===== src/rtl/core/pngunf_pkg.sv =====
// shared types and constants for the png scanline unfilter
`timescale 1ns / 1ps

package pngunf_pkg;

    localparam int MAX_ROW_BYTES = 8192;
    localparam int COL_W         = $clog2(MAX_ROW_BYTES);
    localparam int CNT_W         = $clog2(MAX_ROW_BYTES + 1);
    localparam int BPP_W         = 3;
    localparam int ROWB_W        = 14;
    localparam int ROWS_W        = 16;
    localparam int CMP_W         = (CNT_W > ROWB_W) ? CNT_W : ROWB_W;
    localparam int ADDR_W        = 4;
    localparam int DATA_W        = 32;

    localparam logic [1:0] REG_BPP       = 2'd0;
    localparam logic [1:0] REG_ROW_BYTES = 2'd1;
    localparam logic [1:0] REG_ROWS      = 2'd2;

    typedef enum logic [2:0] {
        FILT_NONE  = 3'd0,
        FILT_SUB   = 3'd1,
        FILT_UP    = 3'd2,
        FILT_AVG   = 3'd3,
        FILT_PAETH = 3'd4
    } t_filter;

    typedef struct packed {
        logic [BPP_W-1:0]  bpp;
        logic [ROWB_W-1:0] row_bytes;
        logic [ROWS_W-1:0] image_rows;
    } t_cfg;

endpackage


===== src/rtl/core/pngunf_pred.sv =====
// filter predictor and byte reconstruction
`timescale 1ns / 1ps

module pngunf_pred
    import pngunf_pkg::*;
(
    input  t_filter    i_filter,
    input  logic [7:0] i_raw,
    input  logic [7:0] i_a,
    input  logic [7:0] i_b,
    input  logic [7:0] i_c,
    output logic [7:0] o_x
);

    logic signed [9:0] sa;
    logic signed [9:0] sb;
    logic signed [9:0] sc;
    logic signed [9:0] da;
    logic signed [9:0] db;
    logic signed [9:0] dc;
    logic        [9:0] pa;
    logic        [9:0] pb;
    logic        [9:0] pc;
    logic        [8:0] avg_sum;
    logic        [7:0] paeth;
    logic        [7:0] pred;

    always_comb begin
        sa = signed'({2'b00, i_a});
        sb = signed'({2'b00, i_b});
        sc = signed'({2'b00, i_c});
        // p - a, p - b, p - c with p = a + b - c
        da = sb - sc;
        db = sa - sc;
        dc = sa + sb - sc - sc;
        pa = (da < 0) ? 10'(-da) : 10'(da);
        pb = (db < 0) ? 10'(-db) : 10'(db);
        pc = (dc < 0) ? 10'(-dc) : 10'(dc);
        if (pa <= pb && pa <= pc) begin
            paeth = i_a;
        end else if (pb <= pc) begin
            paeth = i_b;
        end else begin
            paeth = i_c;
        end
        avg_sum = {1'b0, i_a} + {1'b0, i_b};
        case (i_filter)
            FILT_SUB:   pred = i_a;
            FILT_UP:    pred = i_b;
            FILT_AVG:   pred = avg_sum[8:1];
            FILT_PAETH: pred = paeth;
            default:    pred = 8'd0;
        endcase
        o_x = i_raw + pred;
    end

endmodule


===== config.mk =====
export PLATFORM = sky130hd
export DESIGN_NAME = pngunf_pred
export DESIGN_NICKNAME = d
export VERILOG_FILES = /design/src/rtl/core/pngunf_pkg.sv /design/src/rtl/core/pngunf_pred.sv
export SDC_FILE = /design/constraint.sdc
export NUM_CORES = 1
export LEC_CHECK = 0
export BUFFER_PORTS_ARGS = -buffer_cell sky130_fd_sc_hd__buf_4
export CAP_MARGIN = 5
export CORE_UTILIZATION = 45
export DETAILED_ROUTE_END_ITERATION = 6
export PLACE_DENSITY = 0.67
export RECOVER_POWER = 25
export SETUP_SLACK_MARGIN = 0.2
export SLEW_MARGIN = 20
export SYNTH_ARGS = -nofsm -noshare
export SYNTH_HDL_FRONTEND = slang
export SYNTH_SLANG_ARGS = --single-unit

===== constraint.sdc =====
create_clock -name vclk -period 7
set_input_delay 0.35 -clock vclk [all_inputs]
set_output_delay 0.35 -clock vclk [all_outputs]
set_load 0.05 [all_outputs]

==> results.cfg <==
[floorplan]
rows = 32
die_x_um = 90.8
fp.dieH_um = 90.8
io-pin-count = 43
initial_utilization = 0.462
core_region_area_sq_um = 7690
dieArea_sq_um = 8250

[yosys]
synth.area.top_cells = ha_1 (25%), xnor2_1 (8.4%), inv_1 (7.4%)
synthesis.area_sq_um = 3550
synthTopCellsByCount = ha_1 (70), inv_1 (70), a21oi_1 (40), nor2_1 (35), o21ai_0 (35)
ys_seq_area_frac = 0
synth_cell_types = 61
yosysTopAreaCell = ha_1
yosys.area.top_type_share = 0.247
yosys_warnings = 0
syn_avg_cell_area_sq_um = 7.25
syn_inst = 490

[timing]
maxSlewViolCount = 0
max_freq_mhz = 154
rsz0062_at_grt = no
setup_violations = 0
hold_viol = 0
whs_ns = 1.19
tightest_slew_ns = 0.767
maxSlewHeadroom = 0.488
min_period_over_period = 0.930
layout_min_cycle_time_ns = 6.51

[place]
post-dp-hpwl_mm = 8.62
gp_congestion = 0.885
port-buffer-count = 43
dp_cells = 652
dpl_cell_area_sq_um = 4170

[global_route]
grt_pass1_vias = 3471
antenna_found_initial = 0
grt_max_degree = 18
grt_use_total = 0.240
grt_remaining_overflow = 0
grt_pass1_wl_mm = 16.4

[cells_and_area]
finish.utilization = 0.585
clkbuf_count = 0
drive_above_1_share = 0.231
final_nets = 678
stdcell_area_sq_um = 4500
nFlopsAndLatches = 0
final_cells = 661
syn2layout_area_growth_pct = 26.7
antennaDiodeCount = 0
seqCellArea_sq_um = 0

[routing]
drc = 0
routed_wl_mm = 10.3
vias = 3695
drt_first_pass_iters = 5
wire_per_inst_um = 15.5
detail_route.iter0.violations = 145
ant_nets = 0
viasPerCell = 5.59

[critical_path]
path_class = in -> out
worst_path_largest_cell_delay_ns = 0.55
slowest_stage = or4_4
critPathMaxFanout = 5
cp.required_ns = 6.65
arrival_ns = 6.16
worstSetupStartpointType = input pin
end_kind = primary output

[power_and_ir_drop]
vdd.ir_drop.worst_uv = 191
p_leak_nw = 2.23
power.density_nw_per_um2 = 204
p_total_uw = 917

[clock_network]
cts_hold_buffers = 0

[worst_hold_path]
min_path_type = in -> out

[job]
drv_cap = 0

[outcome]
status = finished clean
-- worst max-delay path, delay by kind of cell --
kind / cells / cell delay [ns]
xor gates and xnor gates: 3 / 0.42
and+or+nand+nor: 7 / 1.66
buffers and inverters: 5 / 0.57
adders and majority gates: 4 / 1.05
AOI/OAI and AO/OA: 12 / 2.09
-- final cells by class --
type / count / area (sq um)
fillers: 743 / 3190
well taps: 102 / 128
multi-input cells: 415 / 3550
repair buffers: 74 / 559
inverters: 70 / 263
-- logic make-up after synthesis --
logic type               synth area share
AO/OA/AOI/OAI                       0.280
AND/OR/NAND/NOR                     0.182
adder cells (fa/ha/maj)             0.314
multiplexers                       0.0116
other                             0.00211
XOR/XNOR                            0.129
buffers and inverters              0.0814
-- layer usage --
metal,up-vias,track usage,share of wire
met4,0,0.0410,0.017
li1,1883,-,-
met3,15,0.00842,0.052
met1,1693,0.323,0.45
met2,104,0.428,0.48
met5,-,0,0
-- per-stage QoR --
step | setup TNS [ns] | setup slack, ns
after global routing | 0 | 0.112
after CTS | 0 | 0.200
after floorplan | 0 | 0.0972
after global placement | 0 | 0.0479
final | 0 | 0.487
after detailed placement | -0.0299 | -0.0299
-- power breakdown --
group	internal [mW]	switching [mW]
Combinational	0.412	0.505
Sequential	0	0
Clock	0	0
-- worst paths after layout --
path	cells after the start	to	start	slack (ns)
worst max-delay path	31	o_x[7]	i_a[0]	0.49
worst min-delay path	4	o_x[3]	i_raw[3]	1.19
-- cell usage in the layout, fill, tap and decap left out, types with 3 or more instances in the layout --
cell,instances
inv_1,68
o21ai_1,4
mux2i_1,3
a21oi_2,4
o21a_1,8
a211o_1,4
nor2_4,3
nand2b_1,3
nor2_1,30
and2_1,5
nand3_1,10
buf_4,71
xor2_1,12
nand2_1,21
a21oi_1,36
fa_1,10
or4_4,3
nor2b_1,6
a21o_1,16
ha_1,65
ha_4,4
or3_1,4
a31oi_1,6
or2_2,3
o21ai_2,3
conb_1,4
a22oi_1,8
nand3_2,3
xnor2_2,5
o21bai_1,9
xnor2_1,28
o21ai_0,28
nand4_1,7
-- timing repair --
item / 4_1_cts / 5_1_grt
pin swaps: 2 / 32
setup buffers: 2 / 7
endpoints found under the setup margin: 2 / 4
endpoints found under the hold margin: 0 / 0
resized for setup: 6 / 55
Power figures use the tool's default switching activity.
