$ cat src/rtl/core/pngunf_pkg.sv
// shared types and constants for the png scanline unfilter
`timescale 1ns / 1ps

package pngunf_pkg;

    localparam int MAX_ROW_BYTES = 8192;
    localparam int COL_W         = $clog2(MAX_ROW_BYTES);
    localparam int CNT_W         = $clog2(MAX_ROW_BYTES + 1);
    localparam int BPP_W         = 3;
    localparam int ROWB_W        = 14;
    localparam int ROWS_W        = 16;
    localparam int CMP_W         = (CNT_W > ROWB_W) ? CNT_W : ROWB_W;
    localparam int ADDR_W        = 4;
    localparam int DATA_W        = 32;

    localparam logic [1:0] REG_BPP       = 2'd0;
    localparam logic [1:0] REG_ROW_BYTES = 2'd1;
    localparam logic [1:0] REG_ROWS      = 2'd2;

    typedef enum logic [2:0] {
        FILT_NONE  = 3'd0,
        FILT_SUB   = 3'd1,
        FILT_UP    = 3'd2,
        FILT_AVG   = 3'd3,
        FILT_PAETH = 3'd4
    } t_filter;

    typedef struct packed {
        logic [BPP_W-1:0]  bpp;
        logic [ROWB_W-1:0] row_bytes;
        logic [ROWS_W-1:0] image_rows;
    } t_cfg;

endpackage

$ cat src/rtl/core/pngunf_cfg.sv
// apb configuration registers for the png scanline unfilter
`timescale 1ns / 1ps

module pngunf_cfg
    import pngunf_pkg::*;
(
    input  logic              i_clk,
    input  logic              i_rst_n,
    input  logic              psel,
    input  logic              penable,
    input  logic              pwrite,
    input  logic [ADDR_W-1:0] paddr,
    input  logic [DATA_W-1:0] pwdata,
    output logic [DATA_W-1:0] prdata,
    output logic              pready,
    output t_cfg              o_cfg
);

    t_cfg       r_cfg;
    t_cfg       n_cfg;
    logic       wr_en;
    logic [1:0] reg_idx;

    assign pready  = 1'b1;
    assign wr_en   = psel && penable && pwrite;
    assign reg_idx = paddr[ADDR_W-1:2];

    always_comb begin
        n_cfg = r_cfg;
        if (wr_en) begin
            case (reg_idx)
                REG_BPP:       n_cfg.bpp        = pwdata[BPP_W-1:0];
                REG_ROW_BYTES: n_cfg.row_bytes  = pwdata[ROWB_W-1:0];
                REG_ROWS:      n_cfg.image_rows = pwdata[ROWS_W-1:0];
                default:       n_cfg = r_cfg;
            endcase
        end
    end

    always_ff @(posedge i_clk) begin
        if (!i_rst_n) begin
            r_cfg.bpp        <= BPP_W'(4);
            r_cfg.row_bytes  <= ROWB_W'(8192);
            r_cfg.image_rows <= ROWS_W'(1);
        end else begin
            r_cfg <= n_cfg;
        end
    end

    always_comb begin
        case (reg_idx)
            REG_BPP:       prdata = DATA_W'(r_cfg.bpp);
            REG_ROW_BYTES: prdata = DATA_W'(r_cfg.row_bytes);
            REG_ROWS:      prdata = DATA_W'(r_cfg.image_rows);
            default:       prdata = '0;
        endcase
    end

    assign o_cfg = r_cfg;

endmodule

$ cat config.mk
export PLATFORM = sky130hd
export DESIGN_NAME = pngunf_cfg
export DESIGN_NICKNAME = d
export VERILOG_FILES = /design/src/rtl/core/pngunf_pkg.sv /design/src/rtl/core/pngunf_cfg.sv
export SDC_FILE = /design/constraint.sdc
export NUM_CORES = 1
export LEC_CHECK = 0
export ABC_AREA = 1
export BUFFER_PORTS_ARGS = -buffer_cell sky130_fd_sc_hd__buf_2
export CORE_ASPECT_RATIO = 1.4
export CORE_MARGIN = 1.5
export CORE_UTILIZATION = 35
export CTS_CLUSTER_DIAMETER = 150
export DETAILED_ROUTE_END_ITERATION = 6
export PLACE_DENSITY = 0.7
export RECOVER_POWER = 50
export SYNTH_ARGS = -nofsm -noshare
export SYNTH_HDL_FRONTEND = slang
export SYNTH_SLANG_ARGS = --single-unit
$ cat constraint.sdc
create_clock -name i_clk -period 1 [get_ports i_clk]
set_input_delay 0.1 -clock i_clk [delete_from_list [all_inputs] [get_ports i_clk]]
set_output_delay 0.1 -clock i_clk [all_outputs]
set_load 0.01 [all_outputs]
==> flow_summary.ini, run 1 <==
[outcome]
status = finished clean

[yosys]
synth.distinct_cells = 16
synthXorXnorAreaFrac_pct = 0
synth_top_family_by_area = simple AND/OR/NAND/NOR gates
ys_ff_latch = 33
yosys.area_share.simple_pct = 43.7
ys_top_cells_by_count = nand2_1 (79), nor2_1 (66), nand3_1 (36)
synth_most_common_cell = nand2_1
ys_seq_area_share_pct = 38.0
synth_top_area_cell = dfxtp_1
synth-compound-area-share_pct = 0.865
synth_edf_count = 0
synthAdderAreaFrac_pct = 0
yosys_warnings = 0
ys_async_sr_fraction_pct = 0
synth_top_area_share_pct = 38.0
synth.mux.area_fraction_pct = 0
syn_inst = 275
ys_top_cells_by_area = dfxtp_1 (38%), nand2_1 (17%), nor2_1 (14%)
syn_area_sq_um = 1740
synth_flop_cell = dfxtp_1
syn-mean-instance-area_sq_um = 6.32

[timing]
clock_skew_ns = 0
rsz0062_at_grt = true
period_minus_slack_ns = 0.978
final_hold_viol_count = 0
finalMaxSlewViolations = 0
fmaxAchievable_mhz = 1020
fin_crit_sh_pct = 97.8
setup_ws_ns = 0.0219
worst_slew_pin_slew_ns = 0.524
slew_headroom_pct = 65.1
setup_viol = 0

[clock_network]
holdBufCountCts = 0
clk_latency_ns = 0.28
clkSinkCount = 33
htreeDepth = 2
cts-root-buf = clkbuf_8
cts_inserted_buffers = 5
clkSlewWorstSetupHoldPaths_ns = 0.07
clockBufferDepth = 2
cts_tree = yes

[grt]
top_usage_layer = met2
grt_usage_pct = 16.4
grt_max_degree = 34
grt_first_pass_wirelength_mm = 6.97
antenna_found_initial = 0
met2_usage_pct = 28.9
grt_pass1_vias = 1598
use_met1_pct = 17.9
use_met3_pct = 4.68
overflow = 0

[route]
vias = 1877
drt-pass1-iter-count = 4
vias_per_cell = 4.39
routed_wirelength_mm = 4.56
drc = 0
drt_iter0_markers = 46
postRouteAntennaNets = 0
wire_per_inst_um = 10.7

[floorplanning]
pin_count = 107
num_rows = 30
initial_core_util_pct = 36.1
core_area_sq_um = 4800
die_width_um = 62.5
dieArea_sq_um = 5400
chipHeight_um = 86.3

[final_layout]
drive_gt1_share_pct = 42.6
fin_nets = 404
largest_register_ffs = 33
nFillCells = 521
syn2layout_area_growth_pct = 39.8
antennaDiodeCount = 0
fin_area_sq_um = 2430

[power]
power.leakage_nw = 1.33
finalPower_mw = 2.92
vdd_drop_max_v = 0.000632
powerDensity_nw_per_um2 = 1200

[setup_path]
critPathMaxStageDelay_ns = 0.32
worst-path-max-fanout = 2
criticalPathCategory = reg2out
worstSetupStartpointType = flip-flop
critical_path_arrival_ns = 0.88
crit_family = flip-flops
critPathRequiredTime_ns = 0.90
cp_cell_sequence = nand2_1 > nand3_1 > buf_2
worst-path-buf-inv = 1
crit_path_end_kind = output pin
cpMaxStageDelayCell = dfxtp_2

[placed_design]
numPortBuffers = 71
placed_area_sq_um = 2140
place_hpwl_mm = 3.15
gp_congestion = 0.749
dp_worst_setup_slack_ns = -0.0206

[flow_run]
maxCapViolCount = 0

[hold_path]
worstHoldPathType = in2reg
[worst register-to-register path: cells and delay by family, from the launching register on]
kind                   cells  cell delay [ns]
and+or+nand+nor            1             0.10
AOI/OAI and AO/OA          1             0.08
DFF                        1             0.33
buffers and inverters      1             0.13
[power by group]
part | internal, mW | total (mW) | switching (mW)
sequential | 1.35 | 1.37 | 0.0214
clock | 0.622 | 1.10 | 0.479
combinational | 0.187 | 0.450 | 0.263
[cell usage in the layout, fill, tap and decap left out]
cell type  instances
nand3_2            2
conb_1            17
inv_1             18
nand2_2            6
clkbuf_4           1
nor2_4             3
buf_12             1
o21ai_0            3
clkinv_2           1
nor2_2             4
clkbuf_8           7
inv_2              3
nand3_1           35
dfxtp_1            1
buf_8              1
nor2_1            62
nand2_1           73
buf_6              5
dfxtp_2           32
buf_2             71
buf_4             18
[routing by layer]
metal | vias up | share of wire, %
li1 | 977 | -
met1 | 843 | 42
met2 | 52 | 52
met3 | 5 | 4.5
met4 | 0 | 1.7
met5 | - | 0
[final timing paths]
kind / endpoint / slack (ns) / depth (start not counted) / from
setup / recovery: prdata[1] / 0.02 / 3 / o_cfg[31]
hold / removal: o_cfg[0] / 0.04 / 3 / pwdata[0]
setup reg to reg: o_cfg[29] / 0.24 / 3 / o_cfg[29]
hold reg to reg: o_cfg[13] / 0.48 / 2 / o_cfg[13]
[final cells by class]
type                       count  area [sq um]  area share [%]
clock inverter                 1          5.00           0.206
inverter                      21          78.8            3.25
sequential                    33           701            28.9
timing repair buffer          97           589            24.3
multi-input combinational    205           877            36.1
tap                           64          80.1            3.30
clock buffer                   7          96.3            3.97
[cell families (layout without fill, tap and decap cells)]
family,Yosys count,after routing
buffers and inverters,52,126
AND/OR/NAND/NOR,185,185
AO/OA/AOI/OAI,3,3
flip-flops,33,33
other,2,17
[per-stage QoR]
step / setup TNS [ns] / hold WS, ns / util [%] / cells
4_1_cts: 0 / 0.0341 / 47.6 / 417
3_3_place_gp: -0.00521 / 0.331 / 44.5 / 407
2_1_floorplan: 0 / 0.226 / - / 290
6_report: 0 / 0.0412 / 50.5 / 428
3_5_place_dp: -0.0316 / 0.332 / 44.5 / 407
5_1_grt: -0.117 / 0.0333 / 50.5 / 428
[timing repair]
action | CTS | global route
hold endpoints to repair | 0 | 0
resized for setup | 13 | 42
cloned | 0 | 2
pin swaps | 2 | 10
buffers inserted | 2 | 9
setup endpoints to repair | 6 | 16
(Power assumes the default switching activity.)
==> inputs of run 2 (changes only) <==
ABC_CLOCK_PERIOD_IN_PS = 1000   (was default)
PLACE_DENSITY = 0.76   (was 0.7)
==> flow_summary.ini, run 2 (synthesis results as in run 1) <==
[outcome]
status = finished clean

[final_layout]
largest_register_ffs = 33
syn2layout_area_growth_pct = 36.7
antennaDiodeCount = 0
fin_nets = 400
final_common_cell = nand2_1
final_cell_mix = nand2_1 (76), buf_2 (65), nor2_1 (64)
drive_gt1_share_pct = 35.1
nFillCells = 524
fin_area_sq_um = 2370

[setup_path]
r2r_cells = 2
critPathRequiredTime_ns = 0.90
critical_path_arrival_ns = 0.88
worst-path-buf-inv = 1
regToRegStartpoint = o_cfg[0]
r2r_slack_ns = 0.40
worstSetupStartpointType = flip-flop
cpMostUsedCell = nand2_1
cpMaxStageDelayCell = dfxtp_1
worst-path-max-fanout = 3
criticalPathCategory = reg2out
crit_path_end_kind = output pin
timing.rr.end = o_cfg[0]
crit_family = flip-flops
cp_cell_sequence = nand2_1 > nand2_1 > buf_2
critPathMaxStageDelay_ns = 0.35

[placed_design]
placed_area_sq_um = 2140
gp_congestion = 0.797
place_hpwl_mm = 3.12
numPortBuffers = 71

[floorplanning]
core_area_sq_um = 4800
die_width_um = 62.5
num_rows = 30
pin_count = 107
chipHeight_um = 86.3
initial_core_util_pct = 36.1
dieArea_sq_um = 5400

[grt]
grt_first_pass_wirelength_mm = 7.29
grt_pass1_vias = 1621
met2_usage_pct = 29.2
use_met1_pct = 20.2
top_usage_layer = met2
grt_max_degree = 34
overflow = 0
grt_usage_pct = 17.0
antenna_found_initial = 0
use_met3_pct = 2.86

[route]
vias = 1900
drt-pass1-iter-count = 4
postRouteAntennaNets = 0
wire_per_inst_um = 11.1
routed_wirelength_mm = 4.70
drt_iter0_markers = 73
vias_per_cell = 4.49
drc = 0

[clock_network]
clkSlewWorstSetupHoldPaths_ns = 0.07
clkSinkCount = 33
htreeDepth = 2
clk_latency_ns = 0.28
clockBufferDepth = 2
cts_inserted_buffers = 5
holdBufCountCts = 0
cts_tree = yes
cts-root-buf = clkbuf_8

[timing]
rsz0062_at_grt = true
clock_skew_ns = 0
finalMaxSlewViolations = 0
final_hold_viol_count = 0
period_minus_slack_ns = 0.979
fin_crit_sh_pct = 97.9
setup_viol = 0
fmaxAchievable_mhz = 1020

[flow_run]
maxCapViolCount = 0

[power]
finalPower_mw = 3.01
powerDensity_nw_per_um2 = 1270
power.leakage_nw = 1.28
vdd_drop_max_v = 0.000706

[hold_path]
worstHoldPathType = in2reg
hold_path.startpoint = pwdata[13]
hold_depth = 3
min_to = o_cfg[29]
[run 2: routing by layer]
layer	vias up	share of wire [%]
li1	966	-
met1	868	43
met2	59	51
met3	7	4.6
met4	0	2.1
met5	-	0
[run 2: how the worst max path moves through the flow]
| stage | depth (start not counted) | from | slack [ns] | end |
|---|---|---|---|---|
| after floorplan | 5 | paddr[2] | 0.19 | prdata[11] |
| after global placement | 7 | paddr[3] | -0.04 | prdata[10] |
| after detailed placement | 6 | paddr[2] | -0.06 | o_cfg[3] |
| after CTS | 3 | o_cfg[31] | 0.0005 | prdata[1] |
| after global routing | 3 | o_cfg[30] | -0.03 | prdata[0] |
| final | 3 | o_cfg[20] | 0.02 | prdata[4] |
[run 2: what timing repair did]
action / 4_1_cts / 5_1_grt
setup buffers: 0 / 9
endpoints found under the setup margin: 13 / 16
gates resized for setup: 17 / 36
pin swaps: 2 / 11
gates cloned: 0 / 1
[run 2: where the power goes]
group	leakage [nW]	internal (mW)	switching (mW)
Sequential	0.275	1.35	0.0218
Clock	0.0540	0.724	0.480
Combinational	0.952	0.180	0.262
[run 2: stage by stage]
step                      std cells  TNS (ns)  hold slack [ns]  setup WS, ns  util, %
after floorplan                 290         0            0.226         0.191        -
after global placement          406    -0.380            0.334       -0.0391     44.6
after detailed placement        406    -0.986            0.342       -0.0636     44.6
after CTS                       413         0           0.0362      0.000508     47.5
after global routing            423    -0.265           0.0462       -0.0295     49.4
final                           423         0           0.0478        0.0213     49.4
[run 2: worst min-delay path: cells and delay by family]
family / cells / cell delay (ns)
AND/OR/NAND/NOR: 2 / 0.11
buffers and inverters: 1 / 0.09
[run 2: area by class of cell]
type                    count  area [sq um]  share of cell area [%]
well taps                  64          80.1                    3.37
clock inverters             2          35.0                    1.48
repair buffers             93           563                    23.7
multi-input cells         205           860                    36.2
clock buffers               5          68.8                    2.90
flip-flops and latches     33           688                    29.0
inverters                  21          78.8                    3.32
